==> src/sv/sha1md_pkg.sv <==
// ----------------------------------------------------------------------------
// sha1md_pkg
// Shared types, constants and round helpers for the SHA-1 digest block.
// ----------------------------------------------------------------------------
package sha1md_pkg;

  typedef logic [31:0] word_t;

  localparam int NUM_H     = 5;
  localparam int WIN_DEPTH = 16;

  localparam word_t H_INIT [NUM_H] = '{
    32'h67452301, 32'hEFCDAB89, 32'h98BADCFE, 32'h10325476, 32'hC3D2E1F0
  };

  localparam word_t K_R0 = 32'h5A827999;
  localparam word_t K_R1 = 32'h6ED9EBA1;
  localparam word_t K_R2 = 32'h8F1BBCDC;
  localparam word_t K_R3 = 32'hCA62C1D6;

  localparam logic [7:0] PAD_BYTE = 8'h80;

  localparam logic [6:0] LAST_ROUND = 7'd79;

  // Control from the sequencer to the message schedule window.
  typedef struct packed {
    logic  shift;  // advance the window by one word
    logic  ext;    // take the new word from the sequencer, not the expansion
    word_t word;   // word supplied by the sequencer
  } sched_ctl_t;

  function automatic word_t round_k(input logic [6:0] rnd);
    word_t k;
    if (rnd < 7'd20) begin
      k = K_R0;
    end else if (rnd < 7'd40) begin
      k = K_R1;
    end else if (rnd < 7'd60) begin
      k = K_R2;
    end else begin
      k = K_R3;
    end
    return k;
  endfunction

  function automatic word_t round_f(input logic [6:0] rnd, input word_t b,
                                    input word_t c, input word_t d);
    word_t f;
    if (rnd < 7'd20) begin
      f = (b & c) | (~b & d);
    end else if (rnd < 7'd40) begin
      f = b ^ c ^ d;
    end else if (rnd < 7'd60) begin
      f = (b & c) | (b & d) | (c & d);
    end else begin
      f = b ^ c ^ d;
    end
    return f;
  endfunction

endpackage

==> src/sv/sha1md_if.sv <==
// ----------------------------------------------------------------------------
// sha1md channel interfaces
// Valid/ready channels for message input and digest output.
// ----------------------------------------------------------------------------
interface sha1md_in_if;
  logic       valid;
  logic       ready;
  logic [7:0] data_byte;
  logic       has_byte;
  logic       end_of_message;

  modport source (output valid, data_byte, has_byte, end_of_message, input ready);
  modport sink   (input valid, data_byte, has_byte, end_of_message, output ready);
endinterface

interface sha1md_out_if;
  logic        valid;
  logic        ready;
  logic [31:0] digest_word;
  logic [2:0]  word_index;
  logic        last_word;

  modport source (output valid, digest_word, word_index, last_word, input ready);
  modport sink   (input valid, digest_word, word_index, last_word, output ready);
endinterface

==> src/sv/sha1_message_digest.sv <==
// ----------------------------------------------------------------------------
// sha1_message_digest
// SHA-1 hash of a byte stream, at most one byte per input beat, digest as five words.
// ----------------------------------------------------------------------------
// Bytes are packed big-endian into a sixteen-word schedule window. A byte
// that does not close a 64-byte block or end the message leaves the input
// ready. A byte that closes a block holds the input off while the single
// round unit runs all 80 rounds and the result is folded into the chaining
// values. The end of a message pads the last block word by word (one word
// per cycle), runs one or two compressions and then offers h0..h4 as five
// output beats, the last one flagged; the next message starts from the
// initial chaining values.
// ----------------------------------------------------------------------------
module sha1_message_digest import sha1md_pkg::*; (
  input  logic          clk,
  input  logic          rst_n,
  sha1md_in_if.sink     in_ch,
  sha1md_out_if.source  out_ch
);

  localparam logic [2:0] S_IDLE  = 3'd0;
  localparam logic [2:0] S_PAD   = 3'd1;
  localparam logic [2:0] S_FILL  = 3'd2;
  localparam logic [2:0] S_LENLO = 3'd3;
  localparam logic [2:0] S_ROUND = 3'd4;
  localparam logic [2:0] S_ADD   = 3'd5;
  localparam logic [2:0] S_OUT   = 3'd6;

  localparam logic [1:0] RET_BYTE = 2'd0;
  localparam logic [1:0] RET_FILL = 2'd1;
  localparam logic [1:0] RET_OUT  = 2'd2;

  localparam logic [2:0] LAST_IDX = 3'd4;

  logic [2:0]  state_r,    state_nxt;
  logic [1:0]  ret_r,      ret_nxt;
  logic        eom_pend_r, eom_pend_nxt;
  logic [5:0]  byte_cnt_r, byte_cnt_nxt;
  logic [3:0]  wc_r,       wc_nxt;
  logic [23:0] acc_r,      acc_nxt;
  logic [63:0] bitlen_r,   bitlen_nxt;
  logic [6:0]  rnd_r,      rnd_nxt;
  logic [2:0]  oidx_r,     oidx_nxt;
  word_t       chain_r   [NUM_H];
  word_t       chain_nxt [NUM_H];

  word_t       vars [NUM_H];
  word_t       w_head;
  word_t       pad_word;
  sched_ctl_t  sched_ctl;
  logic        rnd_load;
  logic        rnd_step;
  logic        in_beat;
  logic        out_beat;

  assign in_beat  = in_ch.valid && in_ch.ready;
  assign out_beat = out_ch.valid && out_ch.ready;

  // Held bytes of the open word, then the 0x80 marker, then zeros.
  always_comb begin
    case (byte_cnt_r[1:0])
      2'd0:    pad_word = {PAD_BYTE, 24'h000000};
      2'd1:    pad_word = {acc_r[7:0], PAD_BYTE, 16'h0000};
      2'd2:    pad_word = {acc_r[15:0], PAD_BYTE, 8'h00};
      2'd3:    pad_word = {acc_r[23:0], PAD_BYTE};
      default: pad_word = {PAD_BYTE, 24'h000000};
    endcase
  end

  always_comb begin
    state_nxt    = state_r;
    ret_nxt      = ret_r;
    eom_pend_nxt = eom_pend_r;
    byte_cnt_nxt = byte_cnt_r;
    wc_nxt       = wc_r;
    acc_nxt      = acc_r;
    bitlen_nxt   = bitlen_r;
    rnd_nxt      = rnd_r;
    oidx_nxt     = oidx_r;
    chain_nxt    = chain_r;
    sched_ctl    = '0;
    rnd_load     = 1'b0;
    rnd_step     = 1'b0;

    case (state_r)
      S_IDLE: begin
        if (in_beat) begin
          if (in_ch.has_byte) begin
            acc_nxt      = {acc_r[15:0], in_ch.data_byte};
            byte_cnt_nxt = byte_cnt_r + 6'd1;
            bitlen_nxt   = bitlen_r + 64'd8;
            if (byte_cnt_r[1:0] == 2'd3) begin
              sched_ctl.shift = 1'b1;
              sched_ctl.ext   = 1'b1;
              sched_ctl.word  = {acc_r, in_ch.data_byte};
            end
          end
          if (in_ch.has_byte && byte_cnt_r == 6'd63) begin
            rnd_load     = 1'b1;
            ret_nxt      = RET_BYTE;
            eom_pend_nxt = in_ch.end_of_message;
            state_nxt    = S_ROUND;
          end else if (in_ch.end_of_message) begin
            state_nxt = S_PAD;
          end
        end
      end
      S_PAD: begin
        sched_ctl.shift = 1'b1;
        sched_ctl.ext   = 1'b1;
        sched_ctl.word  = pad_word;
        wc_nxt          = byte_cnt_r[5:2] + 4'd1;
        if (byte_cnt_r[5:2] == 4'd15) begin
          // The marker filled the block; the length goes into a second one.
          rnd_load  = 1'b1;
          ret_nxt   = RET_FILL;
          state_nxt = S_ROUND;
        end else begin
          state_nxt = S_FILL;
        end
      end
      S_FILL: begin
        sched_ctl.shift = 1'b1;
        sched_ctl.ext   = 1'b1;
        wc_nxt          = wc_r + 4'd1;
        if (wc_r == 4'd14) begin
          sched_ctl.word = bitlen_r[63:32];
          state_nxt      = S_LENLO;
        end else begin
          sched_ctl.word = '0;
          if (wc_r == 4'd15) begin
            rnd_load  = 1'b1;
            ret_nxt   = RET_FILL;
            state_nxt = S_ROUND;
          end
        end
      end
      S_LENLO: begin
        sched_ctl.shift = 1'b1;
        sched_ctl.ext   = 1'b1;
        sched_ctl.word  = bitlen_r[31:0];
        wc_nxt          = 4'd0;
        rnd_load        = 1'b1;
        ret_nxt         = RET_OUT;
        state_nxt       = S_ROUND;
      end
      S_ROUND: begin
        rnd_step        = 1'b1;
        sched_ctl.shift = 1'b1;
        if (rnd_r == LAST_ROUND) begin
          rnd_nxt   = '0;
          state_nxt = S_ADD;
        end else begin
          rnd_nxt = rnd_r + 7'd1;
        end
      end
      S_ADD: begin
        for (int k = 0; k < NUM_H; k++) begin
          chain_nxt[k] = chain_r[k] + vars[k];
        end
        case (ret_r)
          RET_OUT: begin
            oidx_nxt  = '0;
            state_nxt = S_OUT;
          end
          RET_FILL: begin
            state_nxt = S_FILL;
          end
          default: begin
            if (eom_pend_r) begin
              eom_pend_nxt = 1'b0;
              state_nxt    = S_PAD;
            end else begin
              state_nxt = S_IDLE;
            end
          end
        endcase
      end
      S_OUT: begin
        if (out_beat) begin
          if (oidx_r == LAST_IDX) begin
            oidx_nxt     = '0;
            chain_nxt    = H_INIT;
            bitlen_nxt   = '0;
            byte_cnt_nxt = '0;
            state_nxt    = S_IDLE;
          end else begin
            oidx_nxt = oidx_r + 3'd1;
          end
        end
      end
      default: begin
        state_nxt = S_IDLE;
      end
    endcase
  end

  always_ff @(posedge clk) begin
    if (!rst_n) begin
      state_r    <= S_IDLE;
      ret_r      <= RET_BYTE;
      eom_pend_r <= 1'b0;
      byte_cnt_r <= '0;
      wc_r       <= '0;
      bitlen_r   <= '0;
      rnd_r      <= '0;
      oidx_r     <= '0;
      chain_r    <= H_INIT;
    end else begin
      state_r    <= state_nxt;
      ret_r      <= ret_nxt;
      eom_pend_r <= eom_pend_nxt;
      byte_cnt_r <= byte_cnt_nxt;
      wc_r       <= wc_nxt;
      bitlen_r   <= bitlen_nxt;
      rnd_r      <= rnd_nxt;
      oidx_r     <= oidx_nxt;
      chain_r    <= chain_nxt;
    end
  end

  always_ff @(posedge clk) begin
    acc_r <= acc_nxt;
  end

  sha1md_sched u_sched (
    .clk    (clk),
    .ctl    (sched_ctl),
    .w_head (w_head)
  );

  sha1md_round u_round (
    .clk   (clk),
    .load  (rnd_load),
    .step  (rnd_step),
    .rnd   (rnd_r),
    .wi    (w_head),
    .chain (chain_r),
    .vars  (vars)
  );

  assign in_ch.ready        = (state_r == S_IDLE);
  assign out_ch.valid       = (state_r == S_OUT);
  assign out_ch.digest_word = chain_r[oidx_r];
  assign out_ch.word_index  = oidx_r;
  assign out_ch.last_word   = (oidx_r == LAST_IDX);

endmodule

==> src/sv/sha1md_sched.sv <==
// ----------------------------------------------------------------------------
// sha1md_sched
// Sixteen-word message schedule window, kept as a shift line.
// ----------------------------------------------------------------------------
module sha1md_sched import sha1md_pkg::*; (
  input  logic       clk,
  input  sched_ctl_t ctl,
  output word_t      w_head
);

  word_t win_r [WIN_DEPTH];
  word_t mix;
  word_t expand;

  // With the window holding W[i..i+15], this is W[i+16].
  assign mix    = win_r[13] ^ win_r[8] ^ win_r[2] ^ win_r[0];
  assign expand = {mix[30:0], mix[31]};
  assign w_head = win_r[0];

  always_ff @(posedge clk) begin
    if (ctl.shift) begin
      for (int k = 0; k < WIN_DEPTH - 1; k++) begin
        win_r[k] <= win_r[k+1];
      end
      win_r[WIN_DEPTH-1] <= ctl.ext ? ctl.word : expand;
    end
  end

endmodule

==> src/sv/sha1md_round.sv <==
// ----------------------------------------------------------------------------
// sha1md_round
// One SHA-1 round per cycle while step is high, on the working variables a..e.
// ----------------------------------------------------------------------------
module sha1md_round import sha1md_pkg::*; (
  input  logic       clk,
  input  logic       load,
  input  logic       step,
  input  logic [6:0] rnd,
  input  word_t      wi,
  input  word_t      chain [NUM_H],
  output word_t      vars  [NUM_H]
);

  word_t a_r, b_r, c_r, d_r, e_r;
  word_t t;

  assign t = {a_r[26:0], a_r[31:27]} + round_f(rnd, b_r, c_r, d_r) + e_r
             + round_k(rnd) + wi;

  always_ff @(posedge clk) begin
    if (load) begin
      a_r <= chain[0];
      b_r <= chain[1];
      c_r <= chain[2];
      d_r <= chain[3];
      e_r <= chain[4];
    end else if (step) begin
      a_r <= t;
      b_r <= a_r;
      c_r <= {b_r[1:0], b_r[31:2]};
      d_r <= c_r;
      e_r <= d_r;
    end
  end

  assign vars[0] = a_r;
  assign vars[1] = b_r;
  assign vars[2] = c_r;
  assign vars[3] = d_r;
  assign vars[4] = e_r;

endmodule

==> src/flat_wrapper.sv <==
// flat-port wrapper written by rule: the top's interface ports become plain ports
module sha1_message_digest_flat import sha1md_pkg::*;
  (clk, rst_n, in_ch_valid, in_ch_data_byte, in_ch_has_byte, in_ch_end_of_message, in_ch_ready, out_ch_valid, out_ch_digest_word, out_ch_word_index, out_ch_last_word, out_ch_ready);
  sha1md_in_if in_ch_i ();
  sha1md_out_if out_ch_i ();
  input  logic clk;
  input  logic rst_n;
  input wire logic [$bits(in_ch_i.valid)-1:0] in_ch_valid;
  input wire logic [$bits(in_ch_i.data_byte)-1:0] in_ch_data_byte;
  input wire logic [$bits(in_ch_i.has_byte)-1:0] in_ch_has_byte;
  input wire logic [$bits(in_ch_i.end_of_message)-1:0] in_ch_end_of_message;
  output wire logic [$bits(in_ch_i.ready)-1:0] in_ch_ready;
  output wire logic [$bits(out_ch_i.valid)-1:0] out_ch_valid;
  output wire logic [$bits(out_ch_i.digest_word)-1:0] out_ch_digest_word;
  output wire logic [$bits(out_ch_i.word_index)-1:0] out_ch_word_index;
  output wire logic [$bits(out_ch_i.last_word)-1:0] out_ch_last_word;
  input wire logic [$bits(out_ch_i.ready)-1:0] out_ch_ready;
  assign in_ch_i.valid = in_ch_valid;
  assign in_ch_i.data_byte = in_ch_data_byte;
  assign in_ch_i.has_byte = in_ch_has_byte;
  assign in_ch_i.end_of_message = in_ch_end_of_message;
  assign in_ch_ready = in_ch_i.ready;
  assign out_ch_valid = out_ch_i.valid;
  assign out_ch_digest_word = out_ch_i.digest_word;
  assign out_ch_word_index = out_ch_i.word_index;
  assign out_ch_last_word = out_ch_i.last_word;
  assign out_ch_i.ready = out_ch_ready;
  sha1_message_digest u_core (.clk(clk), .rst_n(rst_n), .in_ch(in_ch_i), .out_ch(out_ch_i));
endmodule
==> config.mk <==
export PLATFORM = sky130hd
export DESIGN_NAME = sha1_message_digest_flat
export DESIGN_NICKNAME = d
export VERILOG_FILES = /design/src/sv/sha1md_pkg.sv /design/src/sv/sha1md_if.sv /design/src/sv/sha1_message_digest.sv /design/src/sv/sha1md_sched.sv /design/src/sv/sha1md_round.sv /design/src/flat_wrapper.sv
export SDC_FILE = /design/constraint.sdc
export NUM_CORES = 2
export LEC_CHECK = 0
export ABC_AREA = 1
export BUFFER_PORTS_ARGS = -buffer_cell sky130_fd_sc_hd__buf_2
export CAP_MARGIN = 20
export CORE_UTILIZATION = 50
export CTS_CLUSTER_DIAMETER = 80
export DETAILED_ROUTE_END_ITERATION = 8
export GPL_TIMING_DRIVEN = 0
export PLACE_DENSITY_LB_ADDON = 0.12
export SYNTH_ARGS = -nofsm -noshare
export SYNTH_HDL_FRONTEND = slang
export SYNTH_SLANG_ARGS = --single-unit
export TNS_END_PERCENT = 5
==> constraint.sdc <==
create_clock -name clk -period 13.75 [get_ports clk]
set_input_delay 1.375 -clock clk [delete_from_list [all_inputs] [get_ports clk]]
set_output_delay 1.375 -clock clk [all_outputs]
set_load 0.05 [all_outputs]
==> impl_results.md <==
* Outcome: completed
* Setup TNS at 0 ns
* Initial Utilization at 50.7%
* Syn_nets at between 6000 and 7000
* H-tree Lvls at 3
* Synthesized instance count at 6633
* Slew Viols, Final at 0
* Drt wl/cell at 26.2 µm
* Actual slew at the worst max-slew pin at 1.33 ns
* Final HPWL DP at 175 mm
* Post-synth ARST share at 0%
* CORE AREA at around 110000 µm²
* Die area at around 110000 µm²
* Critical Path Start Type: flip-flop
* Rows at 120
* Synth Flop Type: edfxtp_1
* Clk_skew at 0.0476 ns
* RSZ-0062 raised after global routing: no
* GPL Wtd Cong at 1.18
* Worst-skew pair later-pin latency at 0.74 ns
* Die height at about 330 µm
* Post-layout net count at 7148
* Post-synth cell types at a little over 50
* Port buffer count at 50
* Gr usage total at 38.8%
* Crit Path Max Fanout at 12
* Number of enable flip-flop cells after synthesis at 696
* Final-report setup violation count at 0
* Share of cells above drive strength 1 at 4.63%
* Routed WL at 217 mm
* CTS tree: built
* Largest net degree at the start of global routing at 121
* Register area share after synthesis at 47.4%
* CP arrival at 7.51 ns
* CTS buffer count at about 100
* Setup repair bufs after CTS at 0
* Violation count after the first detailed-route iteration at about 6600
* Final Hold Vio Count at 0
* Synth-to-layout area growth at 11.0%
* Detail Route Antenna Nets at 0
* YS warnings at 0
* Residual DRC count at 0
* Antenna violations before repair at 15
* Synth Register Bits at approximately 940
* Critical Path RT at 14.22 ns
* Post-CTS Resized at 0
* CTS Buffer Depth at 3
* Hold WC Path Type: flip-flop to flip-flop
* Root Buffer: clkbuf_16
* Critical path class: flip-flop to flip-flop
* Total grt overflow at 0
* Post-DR vias/cell at between 5 and 6
* Period minus WS final at 7.04 ns
* Max Clk Rate at 0.142 GHz
* Vias in the first global route at 43761
* Die Span X at 332 µm
* Synth Area per Inst at 8.23 µm²
* Final worst path period share at a little over 50%
* Area of the mapped netlist at roughly 55000 µm²
* Slew HR at 11.4%
* Io pins at 52
* TritonRoute pass-1 iters at 7
* Clock slew at reported path FFs at 0.07 ns
* Via count at 48252
* Layout Utilization at 56.3%
* Clock Sinks at 943
* Cts hold-fix bufs at 0
* Max-cap violation count at 0
* Setup crit end kind: flip-flop
* First-pass GRT wire length at 306 mm
==> state kept, by name, indices dropped and copies added (netlist names) <==
| signal | count |
|---|---|
| u_core.acc_r | 24 |
| u_core.bitlen_r | 61 |
| u_core.byte_cnt_r | 6 |
| u_core.chain_r | 160 |
| u_core.eom_pend_r | 1 |
| u_core.out_ch.word_index | 3 |
| u_core.ret_r | 2 |
| u_core.rnd_r | 7 |
| u_core.state_r | 3 |
| u_core.u_round.a_r | 32 |
| u_core.u_round.b_r | 32 |
| u_core.u_round.c_r | 32 |
| u_core.u_round.d_r | 32 |
| u_core.u_round.e_r | 32 |
| u_core.u_sched.win_r | 512 |
| u_core.wc_r | 4 |
==> critical path: stages (launching register included) <==
cell,delay [ns]
dfxtp_1,0.34
o21ai_0,0.37
nand2_1,0.51
nand2_2,0.45
inv_2,0.18
clkbuf_1,0.46
a221oi_1,1.04
fa_1,0.31
inv_1,0.06
fa_1,0.53
inv_1,0.06
fa_1,0.50
inv_1,0.04
ha_1,0.38
nand2_1,0.13
nor2_1,0.25
inv_1,0.11
o21ai_0,0.43
nand2_1,0.14
nand2_1,0.10
nand2_1,0.05
nand3_1,0.26
nand2_1,0.09
==> final timing paths <==
path              slack [ns]                               endpoint                              startpoint  cells past startpoint
hold / removal          0.39  u_core.u_sched.win_r[1][78]$_DFFE_PP_  u_core.u_sched.win_r[1][110]$_DFFE_PP_                      0
setup reg to reg        6.71       u_core.u_round.a_r[29]$_DFFE_PP_            u_core.rnd_r[3]$_SDFFE_PN0P_                     22
hold reg to reg         0.39  u_core.u_sched.win_r[1][78]$_DFFE_PP_  u_core.u_sched.win_r[1][110]$_DFFE_PP_                      0
setup / recovery        6.71       u_core.u_round.a_r[29]$_DFFE_PP_            u_core.rnd_r[3]$_SDFFE_PN0P_                     22
==> kinds of logic (layout without fill, tap and decap cells) <==
group                      count (synthesis)  count (layout)  synth area share (%)
AOI/OAI and AO/OA                        977             977                  9.75
xor gates and xnor gates                 146             146                  2.34
adders and majority gates                329             329                  9.26
buffers and inverters                   1189            1448                  8.30
DFF                                      943             943                  47.4
other                                      0               4                     0
and+or+nand+nor                         3049            3049                  23.0
==> per-layer routing <==
layer	vias to the layer above	share of wire [%]	track usage (%)
met1	22869	42	55.3
met3	516	13	11.4
met2	2768	39	53.3
met5	-	0.056	0
met4	20	6.0	19.9
li1	22079	-	-
==> stage by stage <==
stage               hold WS (ns)  worst slack [ns]  cell area, µm²  cells
floorplan                  0.400              4.82           54600   6633
global route               0.385              6.45           60600   8295
global placement           0.400             0.396           56600   8086
detailed placement         0.405              6.91           57000   8101
finish                     0.387              6.71           60600   8299
CTS                        0.382              6.93           60600   8294
==> cell type report <==
class                           count  area, µm²
Tap cell                         1403       1760
Antenna cell                        4       10.0
Inverter                         1030       3870
Clock buffer                      127       2730
Fill cell                        9976      47100
Sequential cell                   943      25800
Timing Repair Buffer               66        608
Clock inverter                     66        865
Multi-Input combinational cell   4501      24200
Buffer                            159        668
==> synth_stat cells, drive strengths merged (4+ instances only) <==
master	n	area, µm²
o21ai	343	1730
o2111ai	5	43.8
ha	204	2550
a211oi	24	180
nand2	1960	7370
o22ai	33	206
nor3	79	417
dfxtp	247	4940
xnor2	80	701
or2	18	113
buf	60	294
nand4	93	582
nor2	450	1720
a31oi	6	37.5
o21a	5	37.5
fa	125	2500
a221oi	24	210
xor2	66	578
nand3b	15	113
inv	1028	3860
nand3	399	2010
a21oi	466	2330
and3	7	43.8
nor4	6	37.5
o21bai	37	278
a22oi	4	30.0
o211ai	16	120
a21o	6	45.0
edfxtp	696	20900
and2	19	119
clkbuf	99	372
==> cells in the final DEF (no fill, tap or decap), types with 18 or more instances in the layout <==
cell	n
a221oi_1	24
nand4_1	93
o21bai_1	37
xor2_1	66
buf_2	93
dfxtp_1	247
nor2_1	444
clkinv_1	19
clkbuf_1	117
inv_1	1016
nand3_1	397
fa_1	125
a211oi_1	24
a21oi_1	466
nor3_1	76
o22ai_1	33
edfxtp_1	696
clkbuf_16	105
and2_1	19
o21ai_0	334
or2_2	18
xnor2_1	80
ha_1	204
nand2_1	1954
Power is left out: the tool's default activity adds up to more than one toggle a clock period on the data nets, which glitch-free logic cannot reach.
